**config.mk**
```make
export PLATFORM = sky130hd
export DESIGN_NAME = matrix_multiply_accumulate_top
export DESIGN_NICKNAME = d
export VERILOG_FILES = /design/src/rtl/core/mma_pkg.sv /design/src/rtl/core/mma_ram.sv /design/src/rtl/core/mma_front.sv /design/src/rtl/core/mma_cmd_fifo.sv /design/src/rtl/core/mma_back.sv /design/src/rtl/core/matrix_multiply_accumulate_top.sv
export SDC_FILE = /design/constraint.sdc
export NUM_CORES = 2
export LEC_CHECK = 0
export ABC_AREA = 1
export BUFFER_PORTS_ARGS = -buffer_cell sky130_fd_sc_hd__buf_2
export CAP_MARGIN = 40
export CORE_MARGIN = 2
export CORE_UTILIZATION = 45
export CTS_CLUSTER_DIAMETER = 40
export CTS_CLUSTER_SIZE = 28
export DETAILED_ROUTE_END_ITERATION = 8
export PLACE_DENSITY = 0.73
export SLEW_MARGIN = 20
export SYNTH_ARGS = -nofsm -noshare
export SYNTH_HDL_FRONTEND = slang
export SYNTH_HIERARCHICAL = 1
export SYNTH_SLANG_ARGS = --single-unit
```
**constraint.sdc**
```tcl
create_clock -name clk_i -period 5.9 [get_ports clk_i]
set_input_delay 1.77 -clock clk_i [delete_from_list [all_inputs] [get_ports clk_i]]
set_output_delay 1.77 -clock clk_i [all_outputs]
set_load 0.03 [all_outputs]
```
**src/rtl/core/mma_pkg.sv**
```systemverilog
// Shared constants and types for the matrix multiply-accumulate block.
package mma_pkg;

  localparam int MAX_DIM = 8;
  localparam int DEPTH   = MAX_DIM * MAX_DIM;
  localparam int DIM_W   = 4;
  localparam int IDX_W   = (MAX_DIM > 1) ? $clog2(MAX_DIM) : 1;
  localparam int ADDR_W  = (DEPTH > 1) ? $clog2(DEPTH) : 1;
  localparam int DATA_W  = 16;
  localparam int PROD_W  = 2 * DATA_W;
  localparam int ACC_W   = 40;
  localparam int C_SHIFT = 12;

  localparam logic [DIM_W-1:0] DIM_RESET = DIM_W'(MAX_DIM);

  typedef struct packed {
    logic [DIM_W-1:0] dim;
  } cmd_t;

  typedef struct packed {
    logic              en;
    logic [ADDR_W-1:0] addr;
    logic [DATA_W-1:0] a;
    logic [DATA_W-1:0] b;
    logic [DATA_W-1:0] c;
  } wr_t;

  typedef struct packed {
    logic [ADDR_W-1:0] a_addr;
    logic [ADDR_W-1:0] b_addr;
    logic [ADDR_W-1:0] c_addr;
  } rd_t;

  typedef struct packed {
    logic done;
  } back_stat_t;

endpackage

```
**src/rtl/core/mma_ram.sv**
```systemverilog
// Generic single-write, single-read RAM with registered read data.
module mma_ram #(
  parameter int WIDTH = 16,
  parameter int DEPTH = 64
) (
  input  logic                     clk_i,
  input  logic                     we_i,
  input  logic [$clog2(DEPTH)-1:0] waddr_i,
  input  logic [WIDTH-1:0]         wdata_i,
  input  logic [$clog2(DEPTH)-1:0] raddr_i,
  output logic [WIDTH-1:0]         rdata_o
);

  logic [WIDTH-1:0] mem_q [DEPTH];
  logic [WIDTH-1:0] rdata_q;

  always_ff @(posedge clk_i) begin
    if (we_i) begin
      mem_q[waddr_i] <= wdata_i;
    end
    rdata_q <= mem_q[raddr_i];
  end

  assign rdata_o = rdata_q;

endmodule

```
**src/rtl/core/mma_front.sv**
```systemverilog
// Front end: dimension register, element loading and frame completion.
module mma_front (
  input  logic                      clk_i,
  input  logic                      rst_ni,
  input  logic                      cfg_wr_en_i,
  input  logic [mma_pkg::DIM_W-1:0] cfg_wr_data_i,
  input  logic                      in_valid_i,
  output logic                      in_stall_o,
  input  logic [mma_pkg::DATA_W-1:0] a_value_i,
  input  logic [mma_pkg::DATA_W-1:0] b_value_i,
  input  logic [mma_pkg::DATA_W-1:0] c_value_i,
  output mma_pkg::wr_t              wr_o,
  output logic                      push_o,
  output mma_pkg::cmd_t             cmd_o,
  input  logic                      full_i,
  input  mma_pkg::back_stat_t       stat_i
);
  import mma_pkg::*;

  logic [DIM_W-1:0]   dim_q;
  logic [ADDR_W-1:0]  cnt_q;
  logic               busy_q;
  logic [DIM_W-1:0]   n;
  logic [2*DIM_W-1:0] sq;
  logic [ADDR_W:0]    total;
  logic [ADDR_W:0]    cnt_inc;
  logic               take;
  logic               complete;

  always_comb begin
    if (dim_q == '0) begin
      n = DIM_W'(1);
    end else if (dim_q > DIM_W'(MAX_DIM)) begin
      n = DIM_W'(MAX_DIM);
    end else begin
      n = dim_q;
    end
  end

  assign sq       = {{DIM_W{1'b0}}, n} * {{DIM_W{1'b0}}, n};
  assign total    = (ADDR_W+1)'(sq);
  assign cnt_inc  = {1'b0, cnt_q} + (ADDR_W+1)'(1);
  assign in_stall_o = busy_q || full_i;
  assign take     = in_valid_i && !in_stall_o;
  assign complete = take && (cnt_inc >= total);

  assign wr_o.en   = take;
  assign wr_o.addr = cnt_q;
  assign wr_o.a    = a_value_i;
  assign wr_o.b    = b_value_i;
  assign wr_o.c    = c_value_i;
  assign push_o    = complete;
  assign cmd_o.dim = n;

  always_ff @(posedge clk_i or negedge rst_ni) begin
    if (!rst_ni) begin
      dim_q  <= DIM_RESET;
      cnt_q  <= '0;
      busy_q <= 1'b0;
    end else begin
      if (cfg_wr_en_i) begin
        dim_q <= cfg_wr_data_i;
      end
      if (complete) begin
        cnt_q  <= '0;
        busy_q <= 1'b1;
      end else begin
        if (take) begin
          cnt_q <= cnt_inc[ADDR_W-1:0];
        end
        if (stat_i.done) begin
          busy_q <= 1'b0;
        end
      end
    end
  end

endmodule

```
**src/rtl/core/mma_cmd_fifo.sv**
```systemverilog
// Two-entry command queue between front and back.
module mma_cmd_fifo (
  input  logic          clk_i,
  input  logic          rst_ni,
  input  logic          push_i,
  input  mma_pkg::cmd_t cmd_i,
  output logic          full_o,
  input  logic          pop_i,
  output logic          valid_o,
  output mma_pkg::cmd_t cmd_o
);
  import mma_pkg::*;

  cmd_t       ent_q [2];
  logic       wptr_q;
  logic       rptr_q;
  logic [1:0] cnt_q;
  logic       do_push;
  logic       do_pop;

  assign full_o  = (cnt_q == 2'd2);
  assign valid_o = (cnt_q != 2'd0);
  assign cmd_o   = ent_q[rptr_q];
  assign do_push = push_i && !full_o;
  assign do_pop  = pop_i && valid_o;

  always_ff @(posedge clk_i) begin
    if (do_push) begin
      ent_q[wptr_q] <= cmd_i;
    end
  end

  always_ff @(posedge clk_i or negedge rst_ni) begin
    if (!rst_ni) begin
      wptr_q <= 1'b0;
      rptr_q <= 1'b0;
      cnt_q  <= 2'd0;
    end else begin
      if (do_push) begin
        wptr_q <= !wptr_q;
      end
      if (do_pop) begin
        rptr_q <= !rptr_q;
      end
      case ({do_push, do_pop})
        2'b10:   cnt_q <= cnt_q + 2'd1;
        2'b01:   cnt_q <= cnt_q - 2'd1;
        default: cnt_q <= cnt_q;
      endcase
    end
  end

endmodule

```
**src/rtl/core/mma_back.sv**
```systemverilog
// Back end: sequences the dot products, MAC pipeline and result register.
module mma_back (
  input  logic                        clk_i,
  input  logic                        rst_ni,
  input  logic                        cmd_valid_i,
  input  mma_pkg::cmd_t               cmd_i,
  output logic                        pop_o,
  output mma_pkg::rd_t                rd_o,
  input  logic [mma_pkg::DATA_W-1:0]  a_rd_i,
  input  logic [mma_pkg::DATA_W-1:0]  b_rd_i,
  input  logic [mma_pkg::DATA_W-1:0]  c_rd_i,
  output logic                        out_valid_o,
  input  logic                        out_stall_i,
  output logic [mma_pkg::ACC_W-1:0]   c_result_o,
  output logic                        last_result_o,
  output mma_pkg::back_stat_t         stat_o
);
  import mma_pkg::*;

  typedef enum logic [1:0] {
    ST_IDLE,
    ST_ISSUE,
    ST_DRAIN,
    ST_OUT
  } state_e;

  state_e            state_q;
  logic [DIM_W-1:0]  n_q;
  logic [IDX_W-1:0]  nm1_q;
  logic [IDX_W-1:0]  i_q;
  logic [IDX_W-1:0]  j_q;
  logic [IDX_W-1:0]  k_q;
  logic [ADDR_W-1:0] a_addr_q;
  logic [ADDR_W-1:0] b_addr_q;
  logic [ADDR_W-1:0] col_q;
  logic              out_valid_q;
  logic [ACC_W-1:0]  out_data_q;
  logic              out_last_q;
  logic              done_q;

  logic              v1_q, first1_q, last1_q;
  logic              v2_q, first2_q, last2_q;
  logic signed [PROD_W-1:0] prod_q;
  logic [DATA_W-1:0] c2_q;
  logic [ACC_W-1:0]  acc_q;
  logic [ACC_W-1:0]  acc_base;
  logic [ACC_W-1:0]  acc_d;

  logic              issue;
  logic              k_last;
  logic              elem_last;
  logic [IDX_W-1:0]  i_next;
  logic [IDX_W-1:0]  j_next;
  logic [ADDR_W-1:0] col_next;
  logic [ADDR_W-1:0] n_ext;

  assign issue     = (state_q == ST_ISSUE);
  assign k_last    = (k_q == nm1_q);
  assign elem_last = (i_q == nm1_q) && (j_q == nm1_q);
  assign n_ext     = ADDR_W'(n_q);
  assign pop_o     = (state_q == ST_IDLE) && cmd_valid_i;

  assign rd_o.a_addr = a_addr_q;
  assign rd_o.b_addr = b_addr_q;
  assign rd_o.c_addr = col_q + ADDR_W'(i_q);

  always_comb begin
    if (i_q == nm1_q) begin
      i_next   = '0;
      j_next   = j_q + IDX_W'(1);
      col_next = col_q + n_ext;
    end else begin
      i_next   = i_q + IDX_W'(1);
      j_next   = j_q;
      col_next = col_q;
    end
  end

  assign acc_base = first2_q
                  ? {{(ACC_W-DATA_W-C_SHIFT){c2_q[DATA_W-1]}}, c2_q, {C_SHIFT{1'b0}}}
                  : acc_q;
  assign acc_d    = acc_base + {{(ACC_W-PROD_W){prod_q[PROD_W-1]}}, prod_q};

  always_ff @(posedge clk_i or negedge rst_ni) begin
    if (!rst_ni) begin
      v1_q     <= 1'b0;
      first1_q <= 1'b0;
      last1_q  <= 1'b0;
      v2_q     <= 1'b0;
      first2_q <= 1'b0;
      last2_q  <= 1'b0;
    end else begin
      v1_q     <= issue;
      first1_q <= (k_q == '0);
      last1_q  <= k_last;
      v2_q     <= v1_q;
      first2_q <= first1_q;
      last2_q  <= last1_q;
    end
  end

  always_ff @(posedge clk_i) begin
    prod_q <= $signed(a_rd_i) * $signed(b_rd_i);
    c2_q   <= c_rd_i;
    if (v2_q) begin
      acc_q <= acc_d;
    end
  end

  always_ff @(posedge clk_i or negedge rst_ni) begin
    if (!rst_ni) begin
      state_q     <= ST_IDLE;
      n_q         <= '0;
      nm1_q       <= '0;
      i_q         <= '0;
      j_q         <= '0;
      k_q         <= '0;
      a_addr_q    <= '0;
      b_addr_q    <= '0;
      col_q       <= '0;
      out_valid_q <= 1'b0;
      out_data_q  <= '0;
      out_last_q  <= 1'b0;
      done_q      <= 1'b0;
    end else begin
      done_q <= 1'b0;
      case (state_q)
        ST_IDLE: begin
          if (cmd_valid_i) begin
            n_q      <= cmd_i.dim;
            nm1_q    <= IDX_W'(cmd_i.dim - DIM_W'(1));
            i_q      <= '0;
            j_q      <= '0;
            k_q      <= '0;
            a_addr_q <= '0;
            b_addr_q <= '0;
            col_q    <= '0;
            state_q  <= ST_ISSUE;
          end
        end
        ST_ISSUE: begin
          if (k_last) begin
            state_q <= ST_DRAIN;
          end else begin
            k_q      <= k_q + IDX_W'(1);
            a_addr_q <= a_addr_q + n_ext;
            b_addr_q <= b_addr_q + ADDR_W'(1);
          end
        end
        ST_DRAIN: begin
          if (v2_q && last2_q) begin
            out_data_q  <= acc_d;
            out_last_q  <= elem_last;
            out_valid_q <= 1'b1;
            state_q     <= ST_OUT;
          end
        end
        ST_OUT: begin
          if (!out_stall_i) begin
            out_valid_q <= 1'b0;
            if (elem_last) begin
              done_q  <= 1'b1;
              state_q <= ST_IDLE;
            end else begin
              i_q      <= i_next;
              j_q      <= j_next;
              col_q    <= col_next;
              k_q      <= '0;
              a_addr_q <= ADDR_W'(i_next);
              b_addr_q <= col_next;
              state_q  <= ST_ISSUE;
            end
          end
        end
        default: state_q <= ST_IDLE;
      endcase
    end
  end

  assign out_valid_o   = out_valid_q;
  assign c_result_o    = out_data_q;
  assign last_result_o = out_last_q;
  assign stat_o.done   = done_q;

endmodule

```
**src/rtl/core/matrix_multiply_accumulate_top.sv**
```systemverilog
// Top level of the matrix multiply-accumulate block: C = C + A*B.
//
//   channel  signals                         payload
//   input    in_valid_i / in_stall_o         a_value_i, b_value_i, c_value_i
//   output   out_valid_o / out_stall_i       c_result_o, last_result_o
//   config   cfg_wr_en_i                     cfg_wr_data_i (matrix_dim)
//
// Loading accepts one element per cycle while in_stall_o is low; n*n transactions
// fill a frame. Input then stalls while the back end computes: for each result
// the sequencer issues n store reads through the MAC pipeline (store read,
// product register, accumulator), then drains the sum into the result register for hand-off.
// Reset sets matrix_dim to 8 and empties the frame; stores need no clearing.
// Output stall holds the result register and pauses the sequencer.
module matrix_multiply_accumulate_top (
  input  logic                        clk_i,
  input  logic                        rst_ni,
  input  logic                        cfg_wr_en_i,
  input  logic [mma_pkg::DIM_W-1:0]   cfg_wr_data_i,
  input  logic                        in_valid_i,
  output logic                        in_stall_o,
  input  logic [mma_pkg::DATA_W-1:0]  a_value_i,
  input  logic [mma_pkg::DATA_W-1:0]  b_value_i,
  input  logic [mma_pkg::DATA_W-1:0]  c_value_i,
  output logic                        out_valid_o,
  input  logic                        out_stall_i,
  output logic [mma_pkg::ACC_W-1:0]   c_result_o,
  output logic                        last_result_o
);
  import mma_pkg::*;

  wr_t              wr;
  rd_t              rd;
  cmd_t             cmd_push;
  cmd_t             cmd_pop;
  back_stat_t       stat;
  logic             push;
  logic             pop;
  logic             full;
  logic             cmd_valid;
  logic [DATA_W-1:0] a_rd;
  logic [DATA_W-1:0] b_rd;
  logic [DATA_W-1:0] c_rd;

  mma_front u_front (
    .clk_i         (clk_i),
    .rst_ni        (rst_ni),
    .cfg_wr_en_i   (cfg_wr_en_i),
    .cfg_wr_data_i (cfg_wr_data_i),
    .in_valid_i    (in_valid_i),
    .in_stall_o    (in_stall_o),
    .a_value_i     (a_value_i),
    .b_value_i     (b_value_i),
    .c_value_i     (c_value_i),
    .wr_o          (wr),
    .push_o        (push),
    .cmd_o         (cmd_push),
    .full_i        (full),
    .stat_i        (stat)
  );

  mma_cmd_fifo u_fifo (
    .clk_i   (clk_i),
    .rst_ni  (rst_ni),
    .push_i  (push),
    .cmd_i   (cmd_push),
    .full_o  (full),
    .pop_i   (pop),
    .valid_o (cmd_valid),
    .cmd_o   (cmd_pop)
  );

  mma_ram #(.WIDTH(DATA_W), .DEPTH(DEPTH)) u_a_store (
    .clk_i   (clk_i),
    .we_i    (wr.en),
    .waddr_i (wr.addr),
    .wdata_i (wr.a),
    .raddr_i (rd.a_addr),
    .rdata_o (a_rd)
  );

  mma_ram #(.WIDTH(DATA_W), .DEPTH(DEPTH)) u_b_store (
    .clk_i   (clk_i),
    .we_i    (wr.en),
    .waddr_i (wr.addr),
    .wdata_i (wr.b),
    .raddr_i (rd.b_addr),
    .rdata_o (b_rd)
  );

  mma_ram #(.WIDTH(DATA_W), .DEPTH(DEPTH)) u_c_store (
    .clk_i   (clk_i),
    .we_i    (wr.en),
    .waddr_i (wr.addr),
    .wdata_i (wr.c),
    .raddr_i (rd.c_addr),
    .rdata_o (c_rd)
  );

  mma_back u_back (
    .clk_i         (clk_i),
    .rst_ni        (rst_ni),
    .cmd_valid_i   (cmd_valid),
    .cmd_i         (cmd_pop),
    .pop_o         (pop),
    .rd_o          (rd),
    .a_rd_i        (a_rd),
    .b_rd_i        (b_rd),
    .c_rd_i        (c_rd),
    .out_valid_o   (out_valid_o),
    .out_stall_i   (out_stall_i),
    .c_result_o    (c_result_o),
    .last_result_o (last_result_o),
    .stat_o        (stat)
  );

endmodule
```
==> flow_summary.ini <==
[sta]
tightest_slew_ns = 1.06
finalClockSkew_ns = 0.0851
fin_ws_ns = 0.335
total_negative_setup_slack_ns = 0
timing.fmax_ghz = 0.180
report.final.hold_viol_count = 0
finalCritPeriodShare_pct = 94.3
setup_viol = 0
slew_headroom_pct = 29.3
drv_slew = 0
unrepaired_setup_endpoints_after_global_routing = no
final.min_clock_period_ns = 5.56
hold-worst-slack_ns = 0.323

[routing]
vias_per_cell = 5.51
initialDrtViolationCount = 13100
drtAntennaViolNets = 0
via_total_after_detailed_routing = 101000
drc = 0
drt-total-wl_um = 393000
drtPass1Iterations = 8
detail_route.wl_per_cell_um = 21.5

[cells_and_area]
num-fill-cells = 27800
final_util_pct = 50.7
final_design_area_no_fill_um2 = 167000
share_of_final_layout_standard_cells_stronger_than_drive_strength_1_pct = 9.26
most_frequent_standard_cell_in_the_layout_excluding_fill_and_tap_cells = nand2_1
layout_common_cells = nand2_1, edfxtp_1, nand3_1, inv_1, clkbuf_16
area.growth.synth_to_final_pct = 12.3
final_net_count = 14100

[clock_network]
cts_hold_buffers = 0
resized_after_cts = 0
path_clk_slew_ns = 0.05
cts-buffers-inserted = 391
clockBufferDepth = 4
cts_sinks = 3316
cts.htree.levels = 5
clock-root-buffer = clkbuf_16
tritoncts = built
cts.repair_timing.setup_buffer_count = 0
insertion_delay_ns = 0.97

[placed_design]
port_buffers = 99
placement.setup.worst_slack_ns = 0.0740
routabilityCongestion = 0.938
postPlaceCellArea_um2 = 153000
dpl.hpwl_um = 229000

[synthesis]
netlist_area_before_placement_um2 = 149000
synthDistinctLibCells = 54
synth_cells = 13500
asyncSetResetFlopFracSynth_pct = 3.02
synthTopCellsByArea = edfxtp_1, nand2_1, nand3_1, fa_1, inv_1
yosys.area.top_type_share_pct = 63.0
post_synth_edffs = 3120
syn-mean-instance-area_um2 = 11.0
ys_warn_count = 6
postSynth.topFlopCell = edfxtp_1
synth.largest_area_cell = edfxtp_1
postSynthRegisterBits = 3316
ys_seq_area_share_pct = 66.0

[worst_setup_path]
critical-path-slowest-cell = fa_1
worst-endpoint-required_ns = 6.75
worst_ep_arrival_time_ns = 6.42
path_cells = buf_4, nand2_1, fa_1, fa_1, fa_1, fa_1, inv_1, fa_1, inv_1, fa_1, inv_1, ha_1, nand2_1, nor2_1, nand3_1, nand3_1, nand4_1, nand3_1, nand2_1
critical_path.most_common_cell = fa_1
crit_path_max_fanout = 9
critPathBufInv = 4
cell_type_group_with_the_largest_total_delay_on_the_critical_path = adder cells
cp-end-kind = flop
worstSetupStartpointType = flop
max_stage_delay_ns = 0.55
critical_path_class = flop to flop

[die]
dieHeight_um = 579
chipWidth_um = 579
design.portCount = 100
fp.dieArea_um2 = 335000
rows = 211
area_inside_the_core_boundary_um2 = 329000
starting_density_of_the_core_pct = 45.1

[job]
max_cap_viol_count = 0

[grt]
first_global_vias = 95400
grt_pass1_wl_um = 586000
maximum_number_of_pins_on_one_net_before_global_route_repair = 242
grtUsageTotal_pct = 22.9
grt.overflow.total = 0
grt_antenna_before_repair = 11

[run_status]
outcome = completed

[power_and_ir_drop]
worst_ir_drop_vdd_mv = 0.295
power.density_cell_area_nw_per_um2 = 334
total_leakage_power_nw = 64.4

[min_path]
hold_path_class = flop to flop
[synth_stat cells (all sizes together), types with 14 or more instances]
cell,count
inv,733
nor4,24
nor2,341
ha,154
dfrtp,99
mux2,15
edfxtp,3120
a21oi,70
nand3b,15
fa,266
nand4,55
nor3,14
dfxtp,96
clkbuf,149
nand3,2710
and2,24
nand2,4748
xnor2,30
buf,654
xor2,41
o21ai,84
[cell type report]
class / count / area [um2] / share of cell area (%)
repair buffers: 507 / 4030 / 2.42
clock buffers: 438 / 10200 / 6.09
diodes: 13 / 32.5 / 0.0195
well taps: 4366 / 5460 / 3.27
flip-flops and latches: 3316 / 98200 / 58.8
clock inverters: 291 / 3310 / 1.98
multi-input cells: 8636 / 42900 / 25.7
inverters: 736 / 2850 / 1.71
[stage by stage]
stage,instances,power [W]
6_report,18300,0.0558
2_1_floorplan,13500,0.0298
4_1_cts,18300,0.0560
3_5_place_dp,17600,0.0315
5_1_grt,18300,0.0576
3_3_place_gp,17500,0.0314
[report_power, final]
part | leakage (nW) | switching (W) | internal, W
registers | 30.2 | 0.000321 | 0.0261
clock network | 6.50 | 0.0102 | 0.0145
logic | 27.7 | 0.00333 | 0.00140
total | 64.4 | 0.0139 | 0.0420
[state kept, by name (all words and copies together), names as in the netlist, 16 cells and up]
register	count
u_a_store/rdata_o	16
u_c_store/mem_q	1024
u_back/c2_q	16
u_back/prod_q	32
u_a_store/mem_q	1024
u_back/acc_q	40
u_back/c_result_o	40
u_b_store/rdata_o	16
u_c_store/rdata_o	16
u_b_store/mem_q	1024
[layer usage]
| layer | track usage [%] | vias up | wire length [um] |
|---|---|---|---|
| met5 | 0 | - | 13 |
| met4 | 9.14 | 2 | 16000 |
| met3 | 4.19 | 730 | 40000 |
| met2 | 36.1 | 5033 | 182000 |
| met1 | 31.5 | 48900 | 155000 |
| li1 | - | 46100 | - |
[worst paths after layout]
| path | cells after the start | slack [ns] | start | endpoint |
|---|---|---|---|---|
| worst max-delay path | 19 | 0.34 | u_b_store/rdata_o[3]$_DFF_P_ | u_back/prod_q[28]$_DFF_P_ |
| worst min-delay path | 0 | 0.32 | u_c_store/rdata_o[12]$_DFF_P_ | u_back/c2_q[12]$_DFF_P_ |
| worst max register to register | 19 | 0.34 | u_b_store/rdata_o[3]$_DFF_P_ | u_back/prod_q[28]$_DFF_P_ |
| worst min register to register | 0 | 0.32 | u_c_store/rdata_o[12]$_DFF_P_ | u_back/c2_q[12]$_DFF_P_ |
| max in group asynchronous | 2 | 4.15 | rst_ni | u_front/cnt_q[2]$_DFFE_PN0P_ |
| min in group asynchronous | 1 | 0.79 | rst_ni | u_back/c_result_o[34]$_DFFE_PN0P_ |
[kinds of logic (layout without fill, tap and decap cells)]
logic type	count (synthesis)	after routing	synth area share, %
multiplexers	15	15	0.114
AO/OA/AOI/OAI	186	186	0.679
AND/OR/NAND/NOR	7942	7942	22.6
adder cells (fa/ha/maj)	420	420	4.88
XOR/XNOR	71	71	0.418
buffers and inverters	1539	1972	5.25
other	1	15	0.00252
flip-flops	3316	3316	66.0
Power figures use the tool's default switching activity.
